===== src/rtl/assert_macros.svh =====
// assertion macros shared by the rtl files
// each use samples on clk and is disabled while rst_n is low
`ifndef ASSERT_MACROS_SVH
`define ASSERT_MACROS_SVH

// condition that must hold at every sampled edge
`define BGHM_ASSERT(lbl, cond, msg) \
  lbl: assert property (@(posedge clk) disable iff (!rst_n) (cond)) else $error(msg);

// same-cycle implication
`define BGHM_ASSERT_IMP(lbl, ante, cons, msg) \
  lbl: assert property (@(posedge clk) disable iff (!rst_n) (ante) |-> (cons)) else $error(msg);

// next-cycle implication
`define BGHM_ASSERT_NXT(lbl, ante, cons, msg) \
  lbl: assert property (@(posedge clk) disable iff (!rst_n) (ante) |=> (cons)) else $error(msg);

`endif


===== src/rtl/bghm_pkg.sv =====
// shared constants of the block intensity histogram
// no dependencies
`timescale 1ns / 1ps
`default_nettype none

package bghm_pkg;

  localparam int CNT_W   = 17;
  localparam int QUO_W   = 17;
  localparam int FRAC_W  = 16;
  localparam int DIM_W   = 11;
  localparam int POS_W   = 10;
  localparam int SUB_W   = 8;
  localparam int BIN_W   = 4;
  localparam int BLK_W   = 2;
  localparam int ADDR_W  = BLK_W + BIN_W;
  localparam int NBINS   = 1 << BIN_W;
  localparam int NBLK    = 1 << BLK_W;
  localparam int DEPTH   = NBINS * NBLK;
  localparam int STEP_W  = 5;

  localparam logic [DIM_W-1:0] DIM_MIN     = 11'd4;
  localparam logic [DIM_W-1:0] DIM_MAX     = 11'd1024;
  localparam logic [DIM_W-1:0] DIM_RESET   = 11'd80;
  localparam logic [CNT_W-1:0] CNT_MAX     = {CNT_W{1'b1}};

  localparam logic [1:0] REG_WIDTH  = 2'd0;
  localparam logic [1:0] REG_HEIGHT = 2'd1;

  typedef logic [CNT_W-1:0] cnt_t;
  typedef logic [QUO_W-1:0] quo_t;

endpackage

`default_nettype wire


===== src/rtl/bghm_sdiv.sv =====
// bit-serial restoring divider, one quotient bit per cycle
// computes (num << 16) / den for num <= den; depends on bghm_pkg
`timescale 1ns / 1ps
`default_nettype none
`include "assert_macros.svh"

module bghm_sdiv (
  input  wire               clk,
  input  wire               rst_n,
  input  wire               load,
  input  wire bghm_pkg::cnt_t num,
  input  wire bghm_pkg::cnt_t den,
  output logic              done,
  output bghm_pkg::quo_t    quo
);
  import bghm_pkg::*;

  cnt_t              rem_r, rem_nxt;
  quo_t              quo_r;
  logic [STEP_W-1:0] k_r;
  logic              run_r;
  logic              done_r;
  logic [CNT_W:0]    trial;
  logic              ge;

  always_comb begin
    if (k_r == '0) begin
      trial = {1'b0, rem_r};
    end else begin
      trial = {rem_r, 1'b0};
    end
    ge = (trial >= {1'b0, den});
    if (ge) begin
      rem_nxt = CNT_W'(trial - {1'b0, den});
    end else begin
      rem_nxt = CNT_W'(trial);
    end
  end

  always_ff @(posedge clk) begin
    if (!rst_n) begin
      run_r  <= 1'b0;
      done_r <= 1'b0;
      k_r    <= '0;
    end else begin
      done_r <= 1'b0;
      if (load) begin
        run_r <= 1'b1;
        k_r   <= '0;
      end else if (run_r) begin
        k_r <= k_r + 1'b1;
        if (k_r == STEP_W'(FRAC_W)) begin
          run_r  <= 1'b0;
          done_r <= 1'b1;
        end
      end
    end
  end

  always_ff @(posedge clk) begin
    if (load) begin
      rem_r <= num;
      quo_r <= '0;
    end else if (run_r) begin
      rem_r <= rem_nxt;
      quo_r <= {quo_r[QUO_W-2:0], ge};
    end
  end

  assign done = done_r;
  assign quo  = quo_r;

  `BGHM_ASSERT_IMP(a_load_idle, load, !run_r, "divider loaded while running")
  `BGHM_ASSERT_IMP(a_done_stop, done_r, !run_r, "divider done while still running")
  `BGHM_ASSERT_NXT(a_done_len, run_r && k_r == STEP_W'(FRAC_W) && !load, done_r,
    "divider finished without done")

endmodule

`default_nettype wire


===== src/rtl/block_gray_histogram_minmax.sv =====
// top level of the 4x4 patch intensity histogram with min-max normalization
// holds the bin memory and sequencer; depends on bghm_pkg and bghm_sdiv
`timescale 1ns / 1ps
`default_nettype none
`include "assert_macros.svh"

// Usage:
// Pixels enter in raster order: a pixel is taken at a clock edge with start
// high and busy low. Each pixel gets a bin memory read at that edge, then the
// saturating write back, so busy is high for one cycle after each pixel that
// starts no burst. The last counted pixel of a patch row starts a burst of 64
// results, one per patch column and bin. Per patch column the sequencer runs
// the min/max scan of its 16 bins, then for each value a bin read, a divider
// load and a wait while the bit-serial divider finds 17 quotient bits, one per
// cycle. A burst keeps busy high throughout; the last value carries out_last.
// Each result is shown for one cycle with out_strobe; the receiver cannot
// stall, so nothing is held back. Bins are cleared as they are read during
// a burst. cfg_we writes image_width (index 0) or image_height (index 1),
// restarts the frame and runs a clearing pass over all 64 bin memory
// entries, busy high. Reset loads 80 x 80 and runs the same clearing pass.

module block_gray_histogram_minmax (
  input  wire        clk,
  input  wire        rst_n,
  input  wire        start,
  output logic       busy,
  input  wire  [7:0] in_pixel,
  input  wire        cfg_we,
  input  wire  [1:0] cfg_index,
  input  wire [10:0] cfg_data,
  output logic        out_strobe,
  output logic [16:0] out_feature_value,
  output logic [1:0]  out_block_row,
  output logic [1:0]  out_block_col,
  output logic [3:0]  out_bin_index,
  output logic        out_flat_patch,
  output logic        out_last
);
  import bghm_pkg::*;

  localparam logic [2:0] S_IDLE = 3'd0;
  localparam logic [2:0] S_UPD  = 3'd1;
  localparam logic [2:0] S_MM   = 3'd2;
  localparam logic [2:0] S_DRD  = 3'd3;
  localparam logic [2:0] S_DLD  = 3'd4;
  localparam logic [2:0] S_DWT  = 3'd5;
  localparam logic [2:0] S_CLR  = 3'd6;

  function automatic logic [DIM_W-1:0] clamp_dim(input logic [DIM_W-1:0] v);
    logic [DIM_W-1:0] r;
    if (v < DIM_MIN) begin
      r = DIM_MIN;
    end else if (v > DIM_MAX) begin
      r = DIM_MAX;
    end else begin
      r = v;
    end
    return r;
  endfunction

  logic [2:0]        state_r;
  logic [DIM_W-1:0]  width_r, height_r;
  logic [POS_W-1:0]  col_r, row_r;
  logic [SUB_W-1:0]  cip_r, rip_r;
  logic [BLK_W:0]    pc_r, pr_r;
  logic [SUB_W-1:0]  pw_m1, ph_m1;
  logic              col_wrap, row_wrap;

  cnt_t              mem [DEPTH];
  cnt_t              rd_data_r;
  logic [ADDR_W-1:0] mem_raddr, mem_waddr;
  cnt_t              mem_wdata;
  logic              mem_we;

  logic [ADDR_W-1:0] upd_addr_r;
  logic              counted_r, burst_r;
  logic [BLK_W-1:0]  brow_r;
  logic [BLK_W-1:0]  c_r;
  logic [BIN_W-1:0]  b_r;
  logic [STEP_W-1:0] mm_cnt_r;
  logic [ADDR_W-1:0] clr_cnt_r;
  cnt_t              lo_r, hi_r, den_r;
  logic              flat_r;

  logic              accept, counted, burst, cfg_hit;
  cnt_t              div_num;
  logic              div_load, div_done;
  quo_t              div_quo;

  logic        out_strobe_r;
  logic [16:0] out_value_r;
  logic [1:0]  out_row_r, out_col_r;
  logic [3:0]  out_bin_r;
  logic        out_flat_r, out_last_r;

  assign busy     = (state_r != S_IDLE);
  assign accept   = start && !busy;
  assign cfg_hit  = cfg_we && (cfg_index == REG_WIDTH || cfg_index == REG_HEIGHT);
  assign pw_m1    = SUB_W'(width_r[DIM_W-1:BLK_W] - 9'd1);
  assign ph_m1    = SUB_W'(height_r[DIM_W-1:BLK_W] - 9'd1);
  assign col_wrap = ({1'b0, col_r} + 11'd1) >= width_r;
  assign row_wrap = ({1'b0, row_r} + 11'd1) >= height_r;
  assign counted  = !pc_r[BLK_W] && !pr_r[BLK_W];
  assign burst    = counted && (pc_r[BLK_W-1:0] == BLK_W'(NBLK - 1))
                    && (cip_r == pw_m1) && (rip_r == ph_m1);
  assign div_num  = rd_data_r - lo_r;
  assign div_load = (state_r == S_DLD);

  // memory address and write selection
  always_comb begin
    mem_raddr = {pc_r[BLK_W-1:0], in_pixel[7:4]};
    mem_we    = 1'b0;
    mem_waddr = upd_addr_r;
    mem_wdata = '0;
    case (state_r)
      S_UPD: begin
        mem_we = counted_r;
        if (rd_data_r == CNT_MAX) begin
          mem_wdata = rd_data_r;
        end else begin
          mem_wdata = rd_data_r + 1'b1;
        end
      end
      S_MM: begin
        mem_raddr = {c_r, mm_cnt_r[BIN_W-1:0]};
      end
      S_DRD: begin
        mem_raddr = {c_r, b_r};
        mem_we    = 1'b1;
        mem_waddr = {c_r, b_r};
      end
      S_CLR: begin
        mem_we    = 1'b1;
        mem_waddr = clr_cnt_r;
      end
      default: begin
      end
    endcase
  end

  always_ff @(posedge clk) begin
    if (mem_we) begin
      mem[mem_waddr] <= mem_wdata;
    end
    rd_data_r <= mem[mem_raddr];
  end

  // sequencer and raster position
  always_ff @(posedge clk) begin
    if (!rst_n) begin
      state_r   <= S_CLR;
      clr_cnt_r <= '0;
      width_r   <= DIM_RESET;
      height_r  <= DIM_RESET;
      col_r     <= '0;
      row_r     <= '0;
      cip_r     <= '0;
      rip_r     <= '0;
      pc_r      <= '0;
      pr_r      <= '0;
      mm_cnt_r  <= '0;
      c_r       <= '0;
      b_r       <= '0;
    end else if (cfg_hit) begin
      if (cfg_index == REG_WIDTH) begin
        width_r <= clamp_dim(cfg_data);
      end else begin
        height_r <= clamp_dim(cfg_data);
      end
      state_r   <= S_CLR;
      clr_cnt_r <= '0;
      col_r     <= '0;
      row_r     <= '0;
      cip_r     <= '0;
      rip_r     <= '0;
      pc_r      <= '0;
      pr_r      <= '0;
    end else begin
      case (state_r)
        S_IDLE: begin
          if (accept) begin
            state_r <= S_UPD;
            if (col_wrap) begin
              col_r <= '0;
              cip_r <= '0;
              pc_r  <= '0;
              if (row_wrap) begin
                row_r <= '0;
                rip_r <= '0;
                pr_r  <= '0;
              end else begin
                row_r <= row_r + 1'b1;
                if (rip_r == ph_m1) begin
                  rip_r <= '0;
                  pr_r  <= pr_r + 1'b1;
                end else begin
                  rip_r <= rip_r + 1'b1;
                end
              end
            end else begin
              col_r <= col_r + 1'b1;
              if (cip_r == pw_m1) begin
                cip_r <= '0;
                pc_r  <= pc_r + 1'b1;
              end else begin
                cip_r <= cip_r + 1'b1;
              end
            end
          end
        end
        S_UPD: begin
          if (burst_r) begin
            state_r  <= S_MM;
            c_r      <= '0;
            mm_cnt_r <= '0;
          end else begin
            state_r <= S_IDLE;
          end
        end
        S_MM: begin
          mm_cnt_r <= mm_cnt_r + 1'b1;
          if (mm_cnt_r == STEP_W'(NBINS)) begin
            state_r <= S_DRD;
            b_r     <= '0;
          end
        end
        S_DRD: begin
          state_r <= S_DLD;
        end
        S_DLD: begin
          state_r <= S_DWT;
        end
        S_DWT: begin
          if (div_done) begin
            if (b_r == BIN_W'(NBINS - 1)) begin
              if (c_r == BLK_W'(NBLK - 1)) begin
                state_r <= S_IDLE;
              end else begin
                c_r      <= c_r + 1'b1;
                mm_cnt_r <= '0;
                state_r  <= S_MM;
              end
            end else begin
              b_r     <= b_r + 1'b1;
              state_r <= S_DRD;
            end
          end
        end
        S_CLR: begin
          clr_cnt_r <= clr_cnt_r + 1'b1;
          if (clr_cnt_r == ADDR_W'(DEPTH - 1)) begin
            state_r <= S_IDLE;
          end
        end
        default: begin
          state_r <= S_IDLE;
        end
      endcase
    end
  end

  // per-transaction and min/max data
  always_ff @(posedge clk) begin
    if (accept) begin
      upd_addr_r <= mem_raddr;
      counted_r  <= counted;
      burst_r    <= burst;
      brow_r     <= pr_r[BLK_W-1:0];
    end
    if (state_r == S_MM) begin
      if (mm_cnt_r == STEP_W'(1)) begin
        lo_r <= rd_data_r;
        hi_r <= rd_data_r;
      end else if (mm_cnt_r != '0) begin
        if (rd_data_r < lo_r) begin
          lo_r <= rd_data_r;
        end
        if (rd_data_r > hi_r) begin
          hi_r <= rd_data_r;
        end
      end
    end
    if (state_r == S_DRD) begin
      den_r  <= hi_r - lo_r;
      flat_r <= (hi_r == lo_r);
    end
  end

  bghm_sdiv u_div (
    .clk   (clk),
    .rst_n (rst_n),
    .load  (div_load),
    .num   (div_num),
    .den   (den_r),
    .done  (div_done),
    .quo   (div_quo)
  );

  // result register
  always_ff @(posedge clk) begin
    if (!rst_n) begin
      out_strobe_r <= 1'b0;
    end else begin
      out_strobe_r <= (state_r == S_DWT) && div_done && !cfg_hit;
    end
  end

  always_ff @(posedge clk) begin
    if (state_r == S_DWT && div_done) begin
      out_value_r <= flat_r ? '0 : div_quo;
      out_row_r   <= brow_r;
      out_col_r   <= c_r;
      out_bin_r   <= b_r;
      out_flat_r  <= flat_r;
      out_last_r  <= (c_r == BLK_W'(NBLK - 1)) && (b_r == BIN_W'(NBINS - 1));
    end
  end

  assign out_strobe        = out_strobe_r;
  assign out_feature_value = out_value_r;
  assign out_block_row     = out_row_r;
  assign out_block_col     = out_col_r;
  assign out_bin_index     = out_bin_r;
  assign out_flat_patch    = out_flat_r;
  assign out_last          = out_last_r;

  `BGHM_ASSERT_IMP(a_strobe_src, out_strobe_r, $past(state_r) == S_DWT,
    "result strobe without a finished division")
  `BGHM_ASSERT_IMP(a_last_idle, out_strobe_r && out_last_r,
    state_r == S_IDLE || state_r == S_CLR, "burst ended but sequencer still active")
  `BGHM_ASSERT_NXT(a_accept_upd, accept && !cfg_hit, state_r == S_UPD,
    "accepted pixel not followed by bin update")
  `BGHM_ASSERT_IMP(a_flat_zero, out_strobe_r && out_flat_r, out_value_r == '0,
    "flat patch with nonzero value")

endmodule

`default_nettype wire

===== config.mk =====
export PLATFORM = sky130hd
export DESIGN_NAME = block_gray_histogram_minmax
export DESIGN_NICKNAME = d
export VERILOG_FILES = /design/src/rtl/bghm_pkg.sv /design/src/rtl/bghm_sdiv.sv /design/src/rtl/block_gray_histogram_minmax.sv
export VERILOG_INCLUDE_DIRS = /design/src /design/src/rtl
export SDC_FILE = /design/constraint.sdc
export NUM_CORES = 2
export LEC_CHECK = 0
export ABC_CLOCK_PERIOD_IN_PS = 4000
export BUFFER_PORTS_ARGS = -buffer_cell sky130_fd_sc_hd__buf_2
export CAP_MARGIN = 20
export CORE_MARGIN = 8
export CORE_UTILIZATION = 50
export CTS_CLUSTER_SIZE = 28
export DETAILED_ROUTE_END_ITERATION = 6
export PLACE_DENSITY = 0.69
export SETUP_SLACK_MARGIN = 0.05
export SKIP_LAST_GASP = 1
export SLEW_MARGIN = 40
export SYNTH_ARGS = -nofsm -noshare
export SYNTH_HDL_FRONTEND = slang
export SYNTH_SLANG_ARGS = --single-unit

===== constraint.sdc =====
create_clock -name clk -period 4 [get_ports clk]
set_input_delay 0.4 -clock clk [delete_from_list [all_inputs] [get_ports clk]]
set_output_delay 0.4 -clock clk [all_outputs]
set_load 0.01 [all_outputs]

==> qor.yml <==
outcome: "finished, final reports clean"
crit-reg2reg-launch: "state_r[2]"
grt_pass1_wl_mm: 199
final_cells: 5592
synth_compound_area_frac: 0.0484
routedWlPerCell_um: 23.6
holdCritStartpoint: "cfg_index[0]"
power.internal_mw: 23.7
drv_slew: 0
synth.net_count: 3902
clk_pin_slew_ns: 0.06
clk-insertion-delay-late_ns: 0.74
min_path_cells: 4
crit_path_start: "state_r[2]"
cts_tree: "built"
critical_path.max_fanout: 17
synth_xor_area_frac: 0.0166
fin_nets: 4134
endpoint: "mem[18][0]"
drive_above_1_share: 0.179
synthAdderAreaFrac: 0.0248
final.setup_skew_ns: 0.0258
routed_via_density: 5.82
place_inst: 5335
nFillCells: 8510
die_x_um: 351
p_seq_frac: 0.503
io_pins: 54
cp-start-kind: "register"
initialDrtViolationCount: 3215
dieArea_mm2: 0.123
p_sw_frac: 0.231
synth_cell_types: 87
synth_edf_count: 1194
cts_made_buffers: 137
muxShareOfSynthArea: 0.0982
cp.required_ns: 4.40
grt-ovfl-total: 0
clock_sinks: 1320
ys_seq_elements: 1320
tns_ns: 0
rsz0062_at_grt: "true"
peakVddDrop_uv: 412
finalHoldViolations: 0
cts_root_buffer: "clkbuf_16"
critPathArrivalTime_ns: 4.19
postSynth.asyncResetShare: 0
power_density_mw_per_mm2: 483
cts_max_level: 4
drtAntennaViolNets: 0
syn_inst: 3768
routed_wirelength_mm: 132
grt_pass1_vias: 32400
fin_ws_ns: 0.205
timing.rr.end: "mem[18][0]"
antenna_found_initial: 2
worstRegToRegCells: 8
preCtsSetupSlack_ns: 0.108
gp_congestion: 0.863
clkPwrFrac: 0.403
start_util: 0.505
rows: 122
vias: 32500
cap_violations: 0
synth_warnings: 0
seq_area_frac_synth: 0.686
path_class: "reg2reg"
r2r_slack_ns: 0.20
die_y_um: 351
avgSynthCellArea_um2: 14.9
pwr-share-comb: 0.095
synthFlopType: "edfxtp_1"
synth_area_mm2: 0.0560
port_buffers: 49
grtUsageTotal: 0.212
drtPass1Iterations: 6
hp-class: "in2reg"
dpl.hpwl_mm: 80.9
area_growth_pct: 13.8
leakagePower_nw: 20.6
p_sw_mw: 7.11
layout_min_cycle_time_ns: 3.80
drcViolationCount: 0
grt_max_degree: 109
maxSlewHeadroom: 0.392
max_freq_mhz: 263
synth_simple_gate_area_frac: 0.101
cts_buffer_depth: 3
setup_violations: 0
synth_top_family_by_area: "simple AND/OR/NAND/NOR gates"
fin_crit_sh: 0.949
core_mm2: 0.111
worst_pin_slew_ns: 0.913
endpoint_kind: "register"
==> synthesized netlist by cell type (51+ instances only) <==
master / number / share of area
o21ai_0: 53 / 0.0047
nand2_1: 536 / 0.036
inv_1: 107 / 0.0072
buf_2: 58 / 0.0052
mux4_2: 200 / 0.080
dfxtp_1: 126 / 0.045
xnor2_1: 51 / 0.0080
clkbuf_1: 57 / 0.0038
a21oi_1: 135 / 0.012
nand3_1: 320 / 0.029
nor2_1: 202 / 0.014
xor2_1: 55 / 0.0086
ha_1: 106 / 0.024
mux2i_1: 69 / 0.012
edfxtp_1: 1194 / 0.64
==> what timing repair did <==
| action | 4_1_cts | 5_1_grt |
|---|---|---|
| setup endpoints to repair | 0 | 30 |
| hold buffers | 10 | 0 |
| hold endpoints to repair | 20 | 0 |
| gates resized for setup | 0 | 10 |
| setup buffers | 0 | 3 |
==> stage by stage <==
step / hold WS (ns) / cell area, µm² / utilization / power [mW]
2_1_floorplan: 0.400 / 56000 / - / 17.7
3_3_place_gp: 0.404 / 59100 / 0.533 / 18.5
3_5_place_dp: 0.405 / 59200 / 0.534 / 18.6
4_1_cts: 0.0466 / 63600 / 0.574 / 30.9
5_1_grt: 0.121 / 63700 / 0.575 / 31.8
6_report: 0.110 / 63700 / 0.575 / 30.8
==> layer usage <==
metal	vias to the layer above	track usage	wire length (µm)
met4	0	0.0732	4140
met2	1289	0.349	63200
met1	16300	0.284	53300
met5	-	0	0
li1	14800	-	-
met3	215	0.0425	11000
==> area by class of cell <==
type | count | area (µm²) | share of cell area
Antenna cell | 1 | 2.50 | 0.0000393
Multi-Input combinational cell | 2164 | 16400 | 0.258
Timing Repair Buffer | 266 | 2240 | 0.0352
Clock buffer | 177 | 3810 | 0.0597
Inverter | 111 | 429 | 0.00673
Tap cell | 1488 | 1860 | 0.0292
Clock inverter | 65 | 554 | 0.00870
Sequential cell | 1320 | 38400 | 0.602
==> sequential cells by signal, indices dropped and copies added, names as in the netlist, 11 cells and up <==
register           count
mem                 1088
den_r                 17
hi_r                  17
lo_r                  17
out_feature_value     17
rd_data_r             17
u_div.quo             17
u_div.rem_r           17
height_r              11
width_r               11
==> cell usage in the layout, fill, tap and decap left out, types with 10 or more instances in the layout <==
master,count
clkbuf_1,25
a21oi_1,129
nand3b_1,14
a21o_1,19
o21ai_0,52
a21boi_0,23
ha_1,105
mux4_2,200
inv_1,106
a2111oi_1,24
nand4_1,22
o21ai_1,18
xnor2_1,51
buf_2,49
or3_1,11
nand3_1,320
dfxtp_1,126
nor2_4,12
xor2_1,55
nor2b_1,33
and2_1,16
nand2_1,536
buf_4,180
clkbuf_16,145
buf_12,24
nand2b_1,20
o21a_1,18
mux2_2,15
dlygate4sd3_1,10
mux2i_1,69
edfxtp_1,1194
and3_1,25
nor3_1,36
clkinv_1,27
clkinv_2,18
nor2_1,182
==> worst min path at each step <==
| stage | endpoint | slack (ns) |
|---|---|---|
| 2_1_floorplan | out_block_row[0] | 0.40 |
| 3_3_place_gp | out_block_row[1] | 0.40 |
| 3_5_place_dp | out_block_row[0] | 0.41 |
| 4_1_cts | height_r[2] | 0.05 |
| 5_1_grt | width_r[2] | 0.12 |
| 6_report | width_r[2] | 0.11 |
==> cells by family after synthesis <==
| logic type | count (synthesis) |
|---|---|
| and+or+nand+nor | 1261 |
| AOI/OAI and AO/OA | 398 |
| buffers and inverters | 284 |
| DFF | 1320 |
| xor gates and xnor gates | 106 |
| adders and majority gates | 109 |
| muxes | 290 |
==> power groups by stage <==
stage | Clock (mW) | Combinational, mW | Sequential, mW
floorplan | 0 | 2.03 | 15.7
global placement | 0 | 2.81 | 15.7
detailed placement | 0 | 2.85 | 15.8
CTS | 12.6 | 2.87 | 15.5
global route | 13.1 | 3.17 | 15.5
finish | 12.4 | 2.92 | 15.5
==> worst max-delay path: stages, from the launching register on <==
cell	delay (ns)
dfxtp_1	0.53
and2b_1	0.32
and2_1	0.21
nor2_1	0.55
a221oi_1	0.23
nor2_1	0.51
nand3_1	0.49
nor2_1	0.26
buf_4	0.33
Note: power is estimated with default switching activity, not from simulation.
